File: src/hw/rtl/tun_pkg.sv
package tun_pkg;

	// coordinate and result formats
	localparam int COORD_BITS = 16;
	localparam int FRAC_BITS  = 14;
	localparam int OUT_W      = 16;

	// derived datapath widths
	localparam int EW  = COORD_BITS + 1;   // edge vector component
	localparam int PW  = 2 * EW;           // edge product
	localparam int NW  = PW + 1;           // cross product component, signed
	localparam int MW  = NW;               // cross product magnitude
	localparam int HB  = (MW + 1) / 2;     // low half of a magnitude for squaring
	localparam int AW  = MW - HB;          // high half
	localparam int SQW = 2 * MW;           // one square
	localparam int SW  = SQW + 2;          // sum of three squares
	localparam int LW  = SW / 2;           // root (length)
	localparam int DS  = FRAC_BITS + 1;    // quotient bits, one per divider stage

	// queue between front and back
	localparam int QD  = 4;
	localparam int QAW = $clog2(QD);

	// valid chain of the back: two square stages, sum, root stages, divider stages
	localparam int NV = 3 + LW + DS;

	localparam logic [DS-1:0] LIM = DS'(1) << FRAC_BITS;

	// three corners by three axes
	typedef logic [2:0][2:0][COORD_BITS-1:0] crd_t;

	// classified cross product handed from front to back
	typedef struct packed {
		logic [2:0][MW-1:0] mag;
		logic [2:0]         neg;
		logic               degen;
	} ctx_t;

endpackage

File: src/hw/rtl/tun_queue.sv
module tun_queue import tun_pkg::*; (
	input  logic clk,
	input  logic arst_n,
	input  logic push,
	input  ctx_t push_data,
	output logic full,
	input  logic pop,
	output ctx_t head,
	output logic empty
);

	ctx_t mem_q [QD];
	logic [QAW-1:0] wr_q, rd_q;
	logic [QAW:0] cnt_q;

	assign full  = (cnt_q == (QAW+1)'(QD));
	assign empty = (cnt_q == '0);
	assign head  = mem_q[rd_q];

	// store a request at the write pointer
	always_ff @(posedge clk) begin
		if (push) begin
			mem_q[wr_q] <= push_data;
		end
	end

	// advance pointers and count
	always_ff @(posedge clk or negedge arst_n) begin
		if (!arst_n) begin
			wr_q  <= '0;
			rd_q  <= '0;
			cnt_q <= '0;
		end else begin
			if (push) begin
				wr_q <= wr_q + 1'b1;
			end
			if (pop) begin
				rd_q <= rd_q + 1'b1;
			end
			if (push && !pop) begin
				cnt_q <= cnt_q + 1'b1;
			end else if (pop && !push) begin
				cnt_q <= cnt_q - 1'b1;
			end
		end
	end

	a_cnt_bound: assert property (@(posedge clk) disable iff (!arst_n)
		cnt_q <= (QAW+1)'(QD))
		else $error("queue count beyond depth");

	a_cnt_up: assert property (@(posedge clk) disable iff (!arst_n)
		push && !pop |=> cnt_q == $past(cnt_q) + 1'b1)
		else $error("queue count missed a push");

	a_no_pop_empty: assert property (@(posedge clk) disable iff (!arst_n)
		pop |-> !empty)
		else $error("queue popped while empty");

endmodule

File: config.mk
export PLATFORM = sky130hd
export DESIGN_NAME = tun_queue
export DESIGN_NICKNAME = d
export VERILOG_FILES = /design/src/hw/rtl/tun_pkg.sv /design/src/hw/rtl/tun_queue.sv
export SDC_FILE = /design/constraint.sdc
export NUM_CORES = 1
export LEC_CHECK = 0
export BUFFER_PORTS_ARGS = -buffer_cell sky130_fd_sc_hd__buf_2
export CAP_MARGIN = 15
export CORE_MARGIN = 1
export CORE_UTILIZATION = 61
export DETAILED_ROUTE_END_ITERATION = 12
export PLACE_DENSITY = 0.8
export REMOVE_ABC_BUFFERS = 1
export SETUP_SLACK_MARGIN = 0.05
export SYNTH_ARGS = -nofsm -noshare
export SYNTH_HDL_FRONTEND = slang
export SYNTH_SLANG_ARGS = --single-unit
File: constraint.sdc
create_clock -name clk -period 6.2 [get_ports clk]
set_clock_uncertainty 0.1 [all_clocks]
set_input_delay 0.31 -clock clk [delete_from_list [all_inputs] [get_ports clk]]
set_output_delay 0.31 -clock clk [all_outputs]
set_load 0.03 [all_outputs]
==> impl_metrics.csv <==
group,metric,value,unit
clock_tree,ctsHoldBuffers,112,
clock_tree,clkSlewWorstSetupHoldPaths,0.06,ns
global_route,grt_overflow_total,0,
yosys,ys_ff_latch,443,
floorplan,ios,224,
pwr,p_clk_frac,0.260,
pwr,pwr-share-comb,0.321,
worst_setup_path,cp-start-kind,"flop",
clock_tree,cts-root-buf,"clkbuf_16",
clock_tree,post_cts.repair.setup_buffers,0,
finish,syn_to_final_growth,24.6,%
clock_tree,cts.sinks,443,
finish,fin_nets,1085,
drt,wl_per_cell,24.1,um
worst_setup_path,cp.buffers_inverters,2,
yosys,synthesis.instances,603,
sta,setup_viol,0,
drt,ant_nets,0,
place,port_buffers,223,
worst_setup_path,crit_required,5.79,ns
pwr,p_switching,3.32,mW
global_route,track_usage,0.242,
pwr,p_leak,6.96,nW
floorplan,die_w,165,um
yosys,yosysTopAreaCellShare,0.812,
worst_setup_path,crit_fanout,39,
finish,fin_cells,1332,
place,dp_cells,1144,
sta,rsz0062_at_grt,"false",
sta,tns,0,ns
clock_tree,cts.path.max_buffers,3,
yosys,async_flop_share,0.0158,
worst_setup_path,critPathCaptureType,"output port",
pwr,p_per_area,498,nW/um2
yosys,synth_commonest_cells,"edfxtp_1 (436), mux4_2 (109), buf_2 (12)",
worst_setup_path,worstSetupPathType,"reg2out",
yosys,yosysSeqAreaShare,0.823,
floorplan,initial_core_util,0.620,
worst_setup_path,critical_path.top_delay_family,"buffers and inverters",
global_route,grtUsageMet3,0.0485,
floorplan,die_y,165,um
finish,fin_util,0.772,
sta,period_share,0.558,
yosys,synth_area_leaders,"edfxtp_1 (81%), mux4_2 (15%), dfrtp_1 (1.1%)",
worst_setup_path,worstReg2RegStart,"wr_q[0]",
global_route,globalRoute.busiestLayer,"met2",
worst_setup_path,r2r_cells,4,
yosys,ys_warn_count,0,
worst_setup_path,crit_chain,"buf_4 -> mux4_2 -> buf_2",
yosys,synth_cell_type_count,19,
pwr,p_total,10.0,mW
floorplan,die_area,27100,um2
finish,fill_cells,1350,
worst_setup_path,cp.arrival,3.05,ns
sta,finalHoldViolations,0,
drt,post_drt_via_cell_ratio,5.78,
sta,drv_slew,0,
clock_tree,postCtsResizedCells,0,
clock_tree,cts_tree,"done",
pwr,seqPwrFrac,0.419,
clock_tree,clock_latency,0.52,ns
worst_setup_path,max_stage_delay,0.88,ns
drt,drt_iter0_drc,786,
worst_setup_path,rrSetupSlack,3.48,ns
pwr,swShare,0.332,
sta,fin_crit,3.46,ns
sta,tightest_slew,1.05,ns
clock_tree,cts_buffers,43,
clock_tree,h-tree-depth,2,
floorplan,std_cell_rows,59,
place,gp_congestion,0.763,
drt,first_pass_iters,6,
yosys,syn_area_per_cell,26.7,um2
run,maxCapViolCount,0,
worst_setup_path,r2r_end,"mem_q[0][22]",
yosys,synth_edf_count,436,
hold_path,hp-class,"in2async",
global_route,grt_pass1_wl,47.7,mm
finish,drive_gt1_frac,0.404,
drt,routed_wl,32.1,mm
pwr,worst_ir_drop_vdd,0.000356,V
global_route,grt_pass1_vias,8527,
pwr,intPower,6.67,mW
global_route,use_met2,0.426,
place,dp_hpwl,16.9,mm
sta,clock.fmax,289,MHz
global_route,grt_start_max_net_pins,73,
drt,drcViolationCount,0,
drt,num_vias,7704,
yosys,syn_area,16100,um2
run_status,run_status,"complete, no violations",
yosys,ys.flop_type,"edfxtp_1",
global_route,use_met1,0.302,
yosys,synth_top_area_cell,"edfxtp_1",
floorplan,core,26000,um2
yosys,synth_most_common_cell,"edfxtp_1",
worst_setup_path,cp_slowest_cell,"dfrtp_4",
sta,relSlewSlack,0.300,
global_route,antenna_found_initial,2,
-- placed cells by master (no fill, tap or decap) --
| master | n |
|---|---|
| edfxtp_1 | 436 |
| buf_2 | 223 |
| dlygate4sd3_1 | 112 |
| mux4_2 | 109 |
| clkbuf_16 | 45 |
| clkinv_1 | 10 |
| clkbuf_1 | 9 |
| buf_4 | 7 |
| bufinv_16 | 6 |
| ha_1 | 5 |
| dfrtp_1 | 5 |
| inv_1 | 4 |
| and2_4 | 4 |
| xor2_1 | 4 |
| clkinv_2 | 4 |
| xnor2_1 | 2 |
| nand2_1 | 2 |
| dfrtp_4 | 2 |
| diode_2 | 1 |
| nor3_1 | 1 |
| nor3b_1 | 1 |
| mux2_2 | 1 |
| o21ai_0 | 1 |
| nor2_1 | 1 |
| fa_1 | 1 |
| clkinv_4 | 1 |
-- worst max-delay path by stage --
stage | to | startpoint | cells past startpoint | slack (ns)
finish | head[43] | rd_q[0] | 3 | 2.74
global route | head[39] | rd_q[0] | 3 | 2.54
CTS | head[39] | rd_q[0] | 3 | 2.63
detailed placement | head[92] | rd_q[0] | 3 | 3.22
global placement | head[92] | rd_q[0] | 3 | 3.26
floorplan | head[0] | rd_q[0] | 1 | 0.77
-- state kept, by name, summed over array words and instances, names as in the netlist --
signal  cells
mem_q     436
cnt_q       3
rd_q        2
wr_q        2
-- power by group through the flow --
stage               clock, mW  combinational, mW  sequential, mW
global placement            0               3.11            4.20
detailed placement          0               3.16            4.24
floorplan                   0               2.24            4.37
global route             2.74               3.39            4.25
CTS                      2.63               3.25            4.20
finish                   2.60               3.21            4.19
-- routing by layer --
layer / wire, um / up-vias / part of all wire
met5: 11 / - / 0.00034
met4: 724 / 2 / 0.023
met3: 2340 / 58 / 0.073
met2: 17000 / 332 / 0.53
met1: 12000 / 3982 / 0.37
li1: - / 3330 / -
-- cell families (layout without fill, tap and decap cells) --
family / count (synthesis) / count (layout) / share of synthesized area
buffers and inverters: 28 / 421 / 0.0119
other: 0 / 1 / 0
muxes: 110 / 110 / 0.153
AOI/OAI and AO/OA: 1 / 1 / 0.000310
and+or+nand+nor: 9 / 9 / 0.00303
adders and majority gates: 6 / 6 / 0.00512
xor gates and xnor gates: 6 / 6 / 0.00326
DFF: 443 / 443 / 0.823
-- final cells by class --
cell class                 count  area (um2)  share of cell area
antenna                        1        2.50            0.000125
clock inverter                21         246              0.0123
timing repair buffer         342        2290               0.114
multi-input combinational    132        2670               0.133
tap                          335         419              0.0209
sequential                   443       13300               0.661
clock buffer                  54        1160              0.0578
inverter                       4        15.0            0.000748
-- per-stage QoR --
step,setup slack (ns),area (um2),hold WS [ns]
final,2.74,20100,0.0759
after CTS,2.63,20100,0.0425
after global placement,3.26,17500,0.0569
after detailed placement,3.22,17500,0.0557
after floorplan,0.765,15900,-0.0856
after global routing,2.54,20100,0.0828
No activity file was read; power rests on OpenSTA's default activity.
